**src/rtl/pscu_pkg.sv**
```systemverilog
// shared types, constants and helpers of the pressure sensor compensation unit
package pscu_pkg;

	// input word: one pressure and one temperature conversion
	typedef struct packed {
		logic [23:0] raw_pressure;
		logic [23:0] raw_temperature;
	} in_word_t;

	// output word: compensated temperature and pressure
	typedef struct packed {
		logic signed [31:0] temperature_centi;
		logic signed [31:0] pressure_value;
	} out_word_t;

	// calibration and model select as held by the register file
	typedef struct packed {
		logic        model_select;
		logic [15:0] sens_coeff;
		logic [15:0] offset_coeff;
		logic [15:0] sens_temp_coeff;
		logic [15:0] offset_temp_coeff;
		logic [15:0] ref_temp_coeff;
		logic [15:0] temp_sens_coeff;
	} cfg_t;

	// first-order results leaving the front stages
	typedef struct packed {
		logic               valid;
		logic [23:0]        d1;
		logic signed [39:0] sens;
		logic signed [41:0] off;
		logic signed [19:0] temp;
		logic [17:0]        ti_low;
		logic [17:0]        ti_high;
	} front_t;

	// second-order corrected values leaving the correction stages
	typedef struct packed {
		logic               valid;
		logic [23:0]        d1;
		logic signed [39:0] sens;
		logic signed [41:0] off;
		logic signed [20:0] temp;
	} corr_t;

	// register indexes on the configuration port
	localparam logic [2:0] REG_MODEL     = 3'd0;
	localparam logic [2:0] REG_SENS      = 3'd1;
	localparam logic [2:0] REG_OFFSET    = 3'd2;
	localparam logic [2:0] REG_SENS_TEMP = 3'd3;
	localparam logic [2:0] REG_OFF_TEMP  = 3'd4;
	localparam logic [2:0] REG_REF_TEMP  = 3'd5;
	localparam logic [2:0] REG_TEMP_SENS = 3'd6;

	// band limits on the first-order temperature
	localparam logic signed [19:0] TEMP_REF      = 20'sd2000;
	localparam logic signed [19:0] TEMP_VLOW_LIM = -20'sd1600;
	localparam logic signed [19:0] TEMP_VLOW_OFS = 20'sd1500;

	// signed divide by 2**k, truncating toward zero
	function automatic logic signed [63:0] sdiv_pow2(input logic signed [63:0] x,
		input logic [5:0] k);
		logic signed [63:0] bias;
		bias = x[63] ? ((64'sd1 <<< k) - 64'sd1) : 64'sd0;
		return (x + bias) >>> k;
	endfunction

endpackage

```
**src/rtl/pscu_pres.sv**
```systemverilog
// pressure stages: split product, scaling and output register
module pscu_pres import pscu_pkg::*; (
	input  logic      clk,
	input  logic      arst_n,
	input  logic      model_select,
	input  corr_t     corr,
	output logic      done,
	output out_word_t result
);

	logic               valid_s6, valid_s7, valid_s8, valid_s9;
	logic [43:0]        plo_s6;
	logic signed [44:0] phi_s6;
	logic signed [41:0] off_s6, off_s7;
	logic signed [20:0] temp_s6, temp_s7, temp_s8;
	logic signed [63:0] prod_s7;
	logic signed [43:0] diff_s8;
	out_word_t          result_s9;

	logic signed [63:0] prod_q, pval;

	// valid chain
	always_ff @(posedge clk or negedge arst_n) begin
		if (!arst_n) begin
			valid_s6 <= 1'b0;
			valid_s7 <= 1'b0;
			valid_s8 <= 1'b0;
			valid_s9 <= 1'b0;
		end else begin
			valid_s6 <= corr.valid;
			valid_s7 <= valid_s6;
			valid_s8 <= valid_s7;
			valid_s9 <= valid_s8;
		end
	end

	// stage 6: raw pressure times low and high halves of sensitivity
	always_ff @(posedge clk) begin
		plo_s6  <= 44'(corr.d1) * 44'(corr.sens[19:0]);
		phi_s6  <= 45'($signed({1'b0, corr.d1})) * 45'($signed(corr.sens[39:20]));
		off_s6  <= corr.off;
		temp_s6 <= corr.temp;
	end

	// stage 7: join partial products
	always_ff @(posedge clk) begin
		prod_s7 <= (64'(phi_s6) <<< 20) + $signed({20'd0, plo_s6});
		off_s7  <= off_s6;
		temp_s7 <= temp_s6;
	end

	// stage 8: scale product and remove offset
	always_comb prod_q = sdiv_pow2(prod_s7, 6'd21);

	always_ff @(posedge clk) begin
		diff_s8 <= $signed(prod_q[43:0]) - 44'(off_s7);
		temp_s8 <= temp_s7;
	end

	// stage 9: final scaling into the output word
	always_comb pval = model_select ? sdiv_pow2(64'(diff_s8), 6'd15)
		: sdiv_pow2(64'(diff_s8), 6'd13);

	always_ff @(posedge clk) begin
		result_s9.temperature_centi <= 32'(temp_s8);
		result_s9.pressure_value    <= pval[31:0];
	end

	assign done   = valid_s9;
	assign result = result_s9;

endmodule

```
**config.mk**
```make
export PLATFORM = sky130hd
export DESIGN_NAME = pscu_pres
export DESIGN_NICKNAME = d
export VERILOG_FILES = /design/src/rtl/pscu_pkg.sv /design/src/rtl/pscu_pres.sv
export SDC_FILE = /design/constraint.sdc
export NUM_CORES = 2
export LEC_CHECK = 0
export ABC_AREA = 0
export BUFFER_PORTS_ARGS = -buffer_cell sky130_fd_sc_hd__buf_2
export CAP_MARGIN = 20
export CORE_MARGIN = 1
export CORE_UTILIZATION = 55
export DETAILED_ROUTE_END_ITERATION = 8
export PLACE_DENSITY_LB_ADDON = 0.05
export RECOVER_POWER = 100
export SYNTH_ARGS = -nofsm -noshare
export SYNTH_HDL_FRONTEND = slang
export SYNTH_SLANG_ARGS = --single-unit
```
**constraint.sdc**
```tcl
create_clock -name clk -period 5.6 [get_ports clk]
set_input_delay 1.12 -clock clk [delete_from_list [all_inputs] [get_ports clk]]
set_output_delay 1.12 -clock clk [all_outputs]
set_load 0.03 [all_outputs]
```
# --- Word-level counts from Yosys, hierarchy flattened ---
# Cells that the tools add are included.
word_totals:
  input_bits: 131
  mem_bits_rw: 0
  rom_bits: 0
  latchBits: 0
  reg_bits: 400
  wordCells: 26
  mem_count: 0
op_classes:
  div: 0
  shift: 0
  n_mul: 2
  muxes: 4
  n_reduce_logical: 0
  eq_ne: 0
  n_lt_le_gt_ge: 0
  n_bitwise: 0
  addsub: 5
op_table:
  columns: ["cell", "count"]
  rows:
  - ["$add 64x22->64", 1]
  - ["$add 64x45->64", 1]
  - ["$add 44x14->45", 1]
  - ["$add 44x16->45", 1]
  - ["$mul 24x20->44", 1]
  - ["$mul 25x20->44", 1]
  - ["$sub 43x42->44", 1]
  - ["$mux 32", 1]
  - ["$mux 21", 1]
  - ["$mux 15", 1]
  - ["$mux 13", 1]

# --- Logic depth before layout (Yosys ltp) ---
depth:
  word_depth: 3
  ltp_mapped: 27
  mapped_depth_nobuf: 25

# --- Worst setup path after synthesis ---
# OpenSTA, ideal clock, no wires.
synth_timing:
  path_kind: "input port to flip-flop"
  from: "input corr[65] in the netlist's numbering"
  to: "register plo_s6[41]"
  t_arrival_ns: 7.302
  n_path_buf: 2
  cell_stages: 26
  setup_ns: 0.072
  path_slack_ns: -1.774
  cell_sequence: "clkbuf_1 -> and2_1 -> fa_1 -> fa_1 -> inv_1 -> fa_1 -> inv_1 -> fa_1 -> inv_1 -> fa_1 -> inv_1 -> fa_1 -> inv_1 -> fa_1 -> inv_1 -> ha_1 -> buf_2 -> a211oi_1 -> o21ai_0 -> a22oi_1 -> a21oi_1 -> o211ai_2 -> a21oi_1 -> a311o_1 -> a221oi_2 -> xnor2_1"
synth_between:
  elab_chain_cells: 1
synth_lines:
  columns: ["element", "line", "source"]
  rows:
  - ["start: declaration", "pscu_pres.sv:6", "input corr_t corr,"]
  - ["$mul 24x20->44", "pscu_pres.sv:39", "plo_s6 <= 44'(corr.d1) * 44'(corr.sens[19:0]);"]
  - ["end signal: assignment", "pscu_pres.sv:39", null]
  - ["end: declaration", "pscu_pres.sv:12", "logic [43:0] plo_s6;"]
# Every way passes these cells.

# --- Worst setup path after layout ---
layout_timing:
  from: "input corr[114] in the netlist's numbering"
  to: "register plo_s6[41]"
# The elaborated chain is that of the path after synthesis.

==> flow_metrics.tcl <==
set metrics [dict create \
    worst_slack_ns -1.226 \
    drc_errors 0 \
    slew_viol_final 0 \
    critPathCaptureType "flop" \
    grt_pass1_vias 37324 \
    synth.most_common_cell "inv_1" \
    finalSetupViolations 85 \
    hold_viol_final 0 \
    syn_nets 6468 \
    die-area_um2 86700 \
    cts.htree.levels 2 \
    num_rows 106 \
    die_y_um 294.5 \
    cts.sinks 400 \
    hold-path-cell-count 0 \
    synth_area_leaders "fa_1 33%, dfxtp_1 17%, ha_1 11%" \
    via_count 35499 \
    dr.first_iter.drc_count 1781 \
    slew_headroom_pct 14.39 \
    ys.flop_type "dfxtp_1" \
    initial_utilization_pct 55.94 \
    gp_congestion 0.9073 \
    crit_required_ns 6.03 \
    worstHoldPathType "reg -> reg" \
    antenna_found_initial 4 \
    period_minus_slack_ns 6.826 \
    antenna_left 0 \
    r2r_end "diff_s8[42]" \
    synth_top_area_share_pct 33.49 \
    hold_start "off_s6[1]" \
    critPathLaunchType "input pin" \
    hpwl_mm 99.43 \
    grt_pass1_wl_mm 195.4 \
    grt_max_degree 39 \
    violations "setup timing" \
    grt_use_total_pct 28.40 \
    cts_root_buf "clkbuf_16" \
    syn_inst 5120 \
    ys_types 77 \
    hold_buffers 0 \
    clock_latency_ns 0.55 \
    grt_overflow 0 \
    final_area_um2 56990 \
    areaGrowthSynthToFinish_pct 21.15 \
    post-route-period-util_pct 121.9 \
    status "finished, violations left" \
    avgSynthCellArea_um2 9.188 \
    cts_tree "built" \
    routed_via_density 5.179 \
    r2r_slack_ns -0.56 \
    max_freq_mhz 146.5 \
    cts_buffers 39 \
    yosysTopAreaCell "fa_1" \
    hold_slack_ns 0.3194 \
    ios 196 \
    die_w_um 294.5 \
    cp_max_fo 7 \
    layout.nets 7033 \
    drtPass1Iterations 5 \
    ys_seq_elements 400 \
    ys_seq_area_share_pct 17.07 \
    maxCapViolations 0 \
    finalWirelength_mm 120.6 \
    port_buffers 195 \
    tightest_slew_ns 1.284 \
    netlist_area_um2 47040 \
    core_area_um2 84090 \
    critical_path_arrival_ns 7.26 \
    clockBufferDepth 3 \
    post-place-ws_ns -2.200 \
    fin_skew_ns 0.02272 \
    reg2reg_from "prod_s7[63]" \
    worstSetupPathType "in -> reg" \
    wl_per_cell_um 17.60 \
    clk_pin_slew_ns 0.06 \
    drive_gt1_share_pct 19.77 \
    grt_setup_unrepaired "true" \
    yosysWarnings 0 \
    placed_area_um2 52950 \
    async_reset_ff_share_pct 1.000 \
    netlist_top_cells_count "958 x inv_1, 787 x fa_1, 614 x nand2_1" \
    r2r_cells 22 \
    finalSetupTns_ns -61.11 \
    synth-edff-count 0 \
    min_to "off_s7[1]" \
]
-- registers in the layout (all words and copies together), names as in the netlist, 21 cells and up --
register,flops
off_s7,42
plo_s6,44
temp_s7,21
result,53
off_s6,42
diff_s8,44
temp_s8,21
temp_s6,21
prod_s7,64
phi_s6,44
-- logic make-up after synthesis --
family / after synthesis / synth area share (%)
AOI/OAI and AO/OA: 532 / 7.471
xor gates and xnor gates: 255 / 4.748
adders and majority gates: 1217 / 44.93
buffers and inverters: 1205 / 9.737
DFF: 400 / 17.07
muxes: 6 / 0.1277
and+or+nand+nor: 1505 / 15.92
-- per-layer routing --
metal	wire length, µm	part of all wire, %	GRT usage, %	up-vias
met1	53660	44	39.47	17451
met4	3521	2.9	7.330	4
met2	56130	47	47.16	997
met5	30	0.025	0	-
met3	7261	6.0	3.235	182
li1	-	-	-	16865
-- through the flow --
step           cells  utilization (%)
6_report        6854            67.78
5_1_grt         6850            67.77
4_1_cts         6818            66.69
3_5_place_dp    6682            62.97
3_3_place_gp    6682            62.97
2_1_floorplan   5120                -
-- layout by cell type, fill, tap and decap left out, types with 49 or more instances in the layout --
master,instances
a21o_1,100
a21oi_1,132
and2_1,394
and2_4,67
buf_2,80
buf_4,466
buf_6,86
clkbuf_1,84
dfxtp_1,396
fa_1,740
ha_1,389
inv_1,909
inv_2,49
nand2_1,599
nand3_1,85
nor2_1,111
o21ai_0,62
xnor2_1,144
xor2_1,98
-- worst max-delay path by stage --
stage	startpoint	end	slack [ns]	depth (start not counted)
after detailed placement	corr[116]	plo_s6[41]	-2.20	23
final	corr[114]	plo_s6[41]	-1.23	25
after CTS	corr[113]	phi_s6[41]	-1.17	24
after global placement	corr[116]	plo_s6[41]	-2.16	23
after floorplan	corr[111]	plo_s6[41]	-1.37	24
after global routing	corr[114]	plo_s6[41]	-1.41	26
-- worst max-delay path, stage by stage --
cell	delay, ns
buf_16	0.12
buf_12	0.15
buf_12	0.14
and2_4	0.14
fa_2	0.39
fa_1	0.53
inv_1	0.07
fa_1	0.53
inv_2	0.05
fa_1	0.48
fa_1	0.51
fa_1	0.54
inv_2	0.04
fa_1	0.54
inv_2	0.05
ha_4	0.26
a211oi_2	0.18
o21ai_1	0.10
a22oi_2	0.28
a21oi_2	0.11
o211ai_2	0.17
a21oi_2	0.08
a311o_1	0.30
a221oi_2	0.25
xnor2_1	0.10
-- cell type report --
class                   count  area (µm²)
multi-input cells        3515       36210
inverters                 958        3596
well taps                1134        1419
clock inverters            23       321.6
clock buffers              49        1054
diodes                      4       10.01
repair buffers            771        6356
flip-flops and latches    400        8028
fillers                  6967       27090
-- what timing repair did --
| item | in CTS | in global routing |
|---|---|---|
| cloned | 2 | 3 |
| setup buffers | 69 | 41 |
| resized for setup | 274 | 198 |
| setup endpoints to repair | 71 | 75 |
| pin swaps | 158 | 204 |
Power is left out: the tool's default activity adds up to more than one toggle a clock period on the data nets, which glitch-free logic cannot reach.
