## src/rtl/pscu_pkg.sv

```systemverilog
// shared types, constants and helpers of the pressure sensor compensation unit
package pscu_pkg;

	// input word: one pressure and one temperature conversion
	typedef struct packed {
		logic [23:0] raw_pressure;
		logic [23:0] raw_temperature;
	} in_word_t;

	// output word: compensated temperature and pressure
	typedef struct packed {
		logic signed [31:0] temperature_centi;
		logic signed [31:0] pressure_value;
	} out_word_t;

	// calibration and model select as held by the register file
	typedef struct packed {
		logic        model_select;
		logic [15:0] sens_coeff;
		logic [15:0] offset_coeff;
		logic [15:0] sens_temp_coeff;
		logic [15:0] offset_temp_coeff;
		logic [15:0] ref_temp_coeff;
		logic [15:0] temp_sens_coeff;
	} cfg_t;

	// first-order results leaving the front stages
	typedef struct packed {
		logic               valid;
		logic [23:0]        d1;
		logic signed [39:0] sens;
		logic signed [41:0] off;
		logic signed [19:0] temp;
		logic [17:0]        ti_low;
		logic [17:0]        ti_high;
	} front_t;

	// second-order corrected values leaving the correction stages
	typedef struct packed {
		logic               valid;
		logic [23:0]        d1;
		logic signed [39:0] sens;
		logic signed [41:0] off;
		logic signed [20:0] temp;
	} corr_t;

	// register indexes on the configuration port
	localparam logic [2:0] REG_MODEL     = 3'd0;
	localparam logic [2:0] REG_SENS      = 3'd1;
	localparam logic [2:0] REG_OFFSET    = 3'd2;
	localparam logic [2:0] REG_SENS_TEMP = 3'd3;
	localparam logic [2:0] REG_OFF_TEMP  = 3'd4;
	localparam logic [2:0] REG_REF_TEMP  = 3'd5;
	localparam logic [2:0] REG_TEMP_SENS = 3'd6;

	// band limits on the first-order temperature
	localparam logic signed [19:0] TEMP_REF      = 20'sd2000;
	localparam logic signed [19:0] TEMP_VLOW_LIM = -20'sd1600;
	localparam logic signed [19:0] TEMP_VLOW_OFS = 20'sd1500;

	// signed divide by 2**k, truncating toward zero
	function automatic logic signed [63:0] sdiv_pow2(input logic signed [63:0] x,
		input logic [5:0] k);
		logic signed [63:0] bias;
		bias = x[63] ? ((64'sd1 <<< k) - 64'sd1) : 64'sd0;
		return (x + bias) >>> k;
	endfunction

endpackage

```

## src/rtl/pscu_corr.sv

```systemverilog
// second-order stages: band selection, squared terms and corrections
module pscu_corr import pscu_pkg::*; (
	input  logic   clk,
	input  logic   arst_n,
	input  logic   model_select,
	input  front_t front,
	output corr_t  corr
);

	logic               valid_s4, valid_s5;
	logic [23:0]        d1_s4, d1_s5;
	logic signed [39:0] sens_s4, sens_s5;
	logic signed [41:0] off_s4, off_s5;
	logic signed [19:0] temp_s4;
	logic signed [20:0] temp_s5;
	logic [17:0]        ti_s4;
	logic [35:0]        sq_s4, vsq_s4;
	logic               low_s4, vlow_s4;

	logic signed [19:0] dtemp, vtemp;
	logic signed [39:0] sq_full, vsq_full;
	logic               low;
	logic [41:0]        sq42, vsq42, offi, sensi;

	// valid chain
	always_ff @(posedge clk or negedge arst_n) begin
		if (!arst_n) begin
			valid_s4 <= 1'b0;
			valid_s5 <= 1'b0;
		end else begin
			valid_s4 <= front.valid;
			valid_s5 <= valid_s4;
		end
	end

	// squares of the temperature offsets
	always_comb begin
		dtemp    = front.temp - TEMP_REF;
		vtemp    = front.temp + TEMP_VLOW_OFS;
		sq_full  = 40'(dtemp) * 40'(dtemp);
		vsq_full = 40'(vtemp) * 40'(vtemp);
		low      = front.temp < TEMP_REF;
	end

	// stage 4: squares, band flags and temperature correction
	always_ff @(posedge clk) begin
		d1_s4   <= front.d1;
		sens_s4 <= front.sens;
		off_s4  <= front.off;
		temp_s4 <= front.temp;
		sq_s4   <= sq_full[35:0];
		vsq_s4  <= vsq_full[35:0];
		low_s4  <= low;
		vlow_s4 <= front.temp <= TEMP_VLOW_LIM;
		if (low)
			ti_s4 <= front.ti_low;
		else if (model_select)
			ti_s4 <= 18'd0;
		else
			ti_s4 <= front.ti_high;
	end

	// offset and sensitivity corrections per model and band
	always_comb begin
		sq42  = 42'(sq_s4);
		vsq42 = 42'(vsq_s4);
		offi  = 42'd0;
		sensi = 42'd0;
		if (model_select) begin
			if (low_s4) begin
				offi  = (sq42 * 42'd31) >> 3;
				sensi = (sq42 * 42'd63) >> 5;
			end
		end else if (low_s4) begin
			offi  = ((sq42 * 42'd3) >> 1) + (vlow_s4 ? vsq42 * 42'd7 : 42'd0);
			sensi = ((sq42 * 42'd5) >> 3) + (vlow_s4 ? (vsq42 << 2) : 42'd0);
		end else begin
			offi  = sq42 >> 4;
		end
	end

	// stage 5: apply second-order corrections
	always_ff @(posedge clk) begin
		d1_s5   <= d1_s4;
		sens_s5 <= sens_s4 - $signed(sensi[39:0]);
		off_s5  <= off_s4 - $signed(offi);
		temp_s5 <= $signed({temp_s4[19], temp_s4}) - $signed({3'd0, ti_s4});
	end

	assign corr.valid = valid_s5;
	assign corr.d1    = d1_s5;
	assign corr.sens  = sens_s5;
	assign corr.off   = off_s5;
	assign corr.temp  = temp_s5;

endmodule

```

## config.mk

```make
export PLATFORM = sky130hd
export DESIGN_NAME = pscu_corr
export DESIGN_NICKNAME = d
export VERILOG_FILES = /design/src/rtl/pscu_pkg.sv /design/src/rtl/pscu_corr.sv
export SDC_FILE = /design/constraint.sdc
export NUM_CORES = 2
export LEC_CHECK = 0
export ABC_AREA = 1
export BUFFER_PORTS_ARGS = -buffer_cell sky130_fd_sc_hd__buf_2
export CAP_MARGIN = 20
export CELL_PAD_IN_SITES_DETAIL_PLACEMENT = 1
export CELL_PAD_IN_SITES_GLOBAL_PLACEMENT = 1
export CORE_MARGIN = 1.5
export CORE_UTILIZATION = 43
export DETAILED_ROUTE_END_ITERATION = 12
export PLACE_DENSITY_LB_ADDON = 0.1
export RECOVER_POWER = 25
export SYNTH_ARGS = -nofsm -noshare
export SYNTH_HDL_FRONTEND = slang
export SYNTH_SLANG_ARGS = --single-unit
```

## constraint.sdc

```tcl
create_clock -name clk -period 4.8 [get_ports clk]
set_input_delay 0.72 -clock clk [delete_from_list [all_inputs] [get_ports clk]]
set_output_delay 0.72 -clock clk [all_outputs]
set_load 0.05 [all_outputs]
```

==> results of run 1 <==
[per-stage QoR]
stage	instance area (sq um)	worst slack [ns]	setup TNS, ns
after floorplan	63600	-2.29	-112.71
after global placement	85400	-2.88	-246.68
after detailed placement	85400	-3.30	-287.18
after CTS	99500	-2.32	-189.59
[layer usage]
layer,GRT overflow,global-route usage
met1,1,0.686
met2,12,0.935
met3,7,0.510
met4,32,0.781
met5,0,0.186
[cells by family after synthesis]
| kind of cell | after synthesis | share of synthesized area |
|---|---|---|
| and+or+nand+nor | 3192 | 0.209 |
| adders and majority gates | 1503 | 0.410 |
| DFF | 342 | 0.110 |
| xor gates and xnor gates | 275 | 0.0389 |
| buffers and inverters | 1945 | 0.118 |
| AOI/OAI and AO/OA | 1276 | 0.114 |
| other | 2 | 0.000120 |
[Yosys cell counts (8+ instances only)]
cell type,number
nor4_1,24
nand3b_1,12
o211ai_1,21
fa_1,914
nor2_2,9
nor3_1,86
a21boi_0,18
a21oi_1,527
ha_1,589
inv_1,1815
a31oi_1,88
clkbuf_1,65
nand2_2,18
dfxtp_1,340
buf_2,22
nand4_1,65
xor2_1,191
and3_1,14
buf_1,12
o21bai_1,65
o21ai_1,9
o21a_1,27
a21o_1,66
nand3_1,383
nand2_1,1574
nor2_1,984
inv_2,22
o21ai_0,409
xnor2_1,82
a221oi_1,8
[timing repair]
| action | in CTS |
|---|---|
| buffers inserted | 397 |
| pin swaps | 859 |
| setup endpoints to repair | 137 |
| gates cloned | 5 |
| endpoints found under the hold margin | 2 |
| gates resized for setup | 2448 |
| hold buffers | 1 |
==> impl_metrics.json, run 1 <==
{
  "status": "did not finish",
  "haltStage": "global routing (5_1_grt)",
  "error": "[ERROR GRT-0116] Global routing finished with congestion. Check the congestion regions in the DRC Viewer.",
  "synth_top_area_cell": "fa_1",
  "synth_top_area_share": 0.293,
  "synth_cell_types": 61,
  "post-place-cells": 13000,
  "grt_overflow": 52,
  "initial_core_util": 0.434,
  "die_h_um": 384,
  "ios": 294,
  "die_width_um": 384,
  "grt_usage": 0.717,
  "synth_cells": 8535,
  "cts.sinks": 342,
  "cts_max_level": 2,
  "place_hpwl_um": 270000,
  "synth_seq_area_share": 0.110,
  "synth.avg_cell_area_sq_um": 7.33,
  "gp_congestion": 1.02,
  "grt_max_degree": 67,
  "syn-cell-area_sq_um": 62500,
  "cts_buffer_depth": 3,
  "cts_buffers": 42,
  "ys.flop_type": "dfxtp_1",
  "grt_pass1_wl_um": 773000,
  "num_rows": 139,
  "netlist_top_cells_area": "fa_1, ha_1, inv_1",
  "synth_edf_count": 0,
  "grt_pass1_vias": 107966,
  "numPortBuffers": 293,
  "ys_seq_elements": 342,
  "synthArstFlopShare": 0.00585,
  "ys_warn_count": 0,
  "root_buffer": "clkbuf_16"
}
==> run 2, diff against run 1 <==
Settings changed: CELL_PAD_IN_SITES_DETAIL_PLACEMENT 1 to default, CELL_PAD_IN_SITES_GLOBAL_PLACEMENT 1 to default, CORE_UTILIZATION 43 to 40, PLACE_DENSITY_LB_ADDON 0.1 to 0.15.
Clock period 4.8 ns to 6.2 ns, I/O delays scaled along.
==> run 2 against run 1 <==
  * Synthesized cell count is the same
  * The flow now finishes, with violations (negative setup slack)
  * Synthesized area is the same
==> impl_metrics.json, run 2 <==
{
  "critPathMaxFanout": 5,
  "firstDrtPassIters": 6,
  "synth_compound_area_frac": 0.114,
  "rr_startpoint": "sq_s4[6]$_DFF_P_",
  "synth_cells": 8535,
  "muxShareOfSynthArea": 0,
  "grt_overflow": 0,
  "worstSetupStartpoint": "front[38]",
  "place_ws_ns": -1.80,
  "die_width_um": 398,
  "finalCritPeriodShare": 1.14,
  "grt_usage": 0.325,
  "setup.worst_path.class": "input port to flip-flop",
  "nets": 12648,
  "synth_cell_types": 61,
  "cts_hold_buf": 0,
  "setup_viol": 48,
  "cts_tree": "done",
  "finClkSkew_ns": 0.0269,
  "violations": "negative setup slack",
  "root_buffer": "clkbuf_16",
  "place_hpwl_um": 225000,
  "ys_seq_elements": 342,
  "clk_pin_slew_worst_paths_ns": 0.06,
  "fmax_ghz": 0.141,
  "initial_core_util": 0.405,
  "crit_arrival_ns": 7.61,
  "synth_top_family_by_area": "adder cells",
  "worst_slack_ns": -0.878,
  "netlist_top_cells_area": "fa_1, ha_1, inv_1",
  "endpoint_kind": "flip-flop",
  "fin_crit_ns": 7.08,
  "ant_nets": 0,
  "wirelength_um": 264000,
  "reg2reg_to": "sens_s5[34]$_DFF_P_",
  "routed_via_density": 5.04,
  "report.final.hold_viol_count": 0,
  "drt_iter0_markers": 4528,
  "layout-drive-gt1-share": 0.354,
  "die_h_um": 398,
  "gp_congestion": 1.02,
  "reg.largest.list": "off_s4: 42 flops, off_s5: 42 flops",
  "drc_errors": 0,
  "grt_max_degree": 70,
  "cts_buffers": 42,
  "fp.dieArea_sq_um": 159000,
  "synth_fa_ha_area_frac": 0.410,
  "multi_input_area_sq_um": 55000,
  "rsz0062_at_grt": "true",
  "cts.sinks": 342,
  "worstPathRequired_ns": 6.73,
  "cp_slowest_stage_delay_ns": 0.59,
  "synth-xor-area-share": 0.0389,
  "synthArstFlopShare": 0.00585,
  "area_growth_pct": 47.9,
  "hold_path.class": "input port to async pin",
  "worstSkewPairLatency_ns": 0.64,
  "synth_seq_area_share": 0.110,
  "ys_warn_count": 0,
  "synth_edf_count": 0,
  "r2r_setup_slack_ns": 0.11,
  "grt_pass1_wl_um": 392000,
  "layout_common_cells": "buf_4, inv_1, nand2_1",
  "r2r_cells": 29,
  "post-route-util": 0.598,
  "numPortBuffers": 293,
  "maxCapViolations": 0,
  "cts_max_level": 2,
  "layout_commonest_cell": "buf_4",
  "synth.avg_cell_area_sq_um": 7.33,
  "ys.flop_type": "dfxtp_1",
  "wl_per_cell_um": 20.2,
  "grt_pass1_vias": 67211,
  "status": "finished, violations left",
  "yosys.area_share.simple": 0.209,
  "synth_top_area_share": 0.293,
  "drv_slew": 0,
  "cp-start-kind": "input port",
  "tightest_slew_ns": 0.916,
  "ios": 294,
  "synth_common_cells": "inv_1, nand2_1, nor2_1",
  "core_area_sq_um": 155000,
  "synth_top_area_cell": "fa_1",
  "final-seq-area_sq_um": 6910,
  "fillers": 14310,
  "relSlewSlack": 0.389,
  "num_rows": 144,
  "antenna_found_initial": 3,
  "critical-path-slowest-cell": "fa_1",
  "cts_buffer_depth": 3,
  "via_count": 65816,
  "synth.most_common_cell": "inv_1",
  "syn-cell-area_sq_um": 62500,
  "crit_top_cell": "fa_1"
}
[run 2: how the worst max path moves through the flow]
stage,endpoint
2_1_floorplan,vsq_s4[32]$_DFF_P_
3_3_place_gp,sq_s4[32]$_DFF_P_
3_5_place_dp,vsq_s4[29]$_DFF_P_
4_1_cts,sq_s4[32]$_DFF_P_
5_1_grt,sq_s4[35]$_DFF_P_
6_report,vsq_s4[35]$_DFF_P_
[run 2: cell families after synthesis]
family,count (synthesis)
adders and majority gates,1503
xor gates and xnor gates,275
and+or+nand+nor,3192
DFF,342
other,2
buffers and inverters,1945
AOI/OAI and AO/OA,1276
[run 2: critical path, delay by kind of cell]
kind	cells	cell delay, ns
AO/OA/AOI/OAI	2	0.35
adder cells (fa/ha/maj)	9	4.10
buffers and inverters	11	1.07
AND/OR/NAND/NOR	13	1.15
[run 2: layer usage]
| layer | vias to the layer above | GRT usage | wire length [um] |
|---|---|---|---|
| met5 | - | 0 | 0 |
| met4 | 0 | 0.117 | 12100 |
| met3 | 478 | 0.0349 | 14800 |
| met2 | 1992 | 0.560 | 126000 |
| met1 | 31823 | 0.419 | 111000 |
| li1 | 31523 | - | - |
[run 2: metrics by stage]
| stage | area (sq um) | setup TNS (ns) | std cells | hold slack, ns |
|---|---|---|---|---|
| 2_1_floorplan | 63500 | -35.23 | 8539 | 0.310 |
| 3_3_place_gp | 83300 | -94.43 | 12827 | 0.310 |
| 3_5_place_dp | 83300 | -97.73 | 12827 | 0.312 |
| 4_1_cts | 87400 | -25.66 | 12968 | 0.0568 |
| 5_1_grt | 92500 | -40.93 | 13056 | 0.0779 |
| 6_report | 92500 | -31.06 | 13057 | 0.0923 |
[run 2: layout make-up]
cell class / count / area share
clock inverters: 20 / 0.00253
flip-flops and latches: 342 / 0.0747
well taps: 2044 / 0.0277
multi-input cells: 6254 / 0.595
diodes: 1 / 0.0000271
clock buffers: 57 / 0.0127
repair buffers: 2497 / 0.211
inverters: 1841 / 0.0759
repair inverters: 1 / 0.000176
[run 2: timing repair]
item	in CTS	in global routing
buffers inserted	67	99
resized for setup	558	1096
pin swaps	233	407
hold endpoints to repair	0	0
gates cloned	3	1
setup endpoints to repair	101	107
Power of run 2 is left out: the tool's default activity adds up to more than one toggle a clock period on the data nets, which glitch-free logic cannot reach.
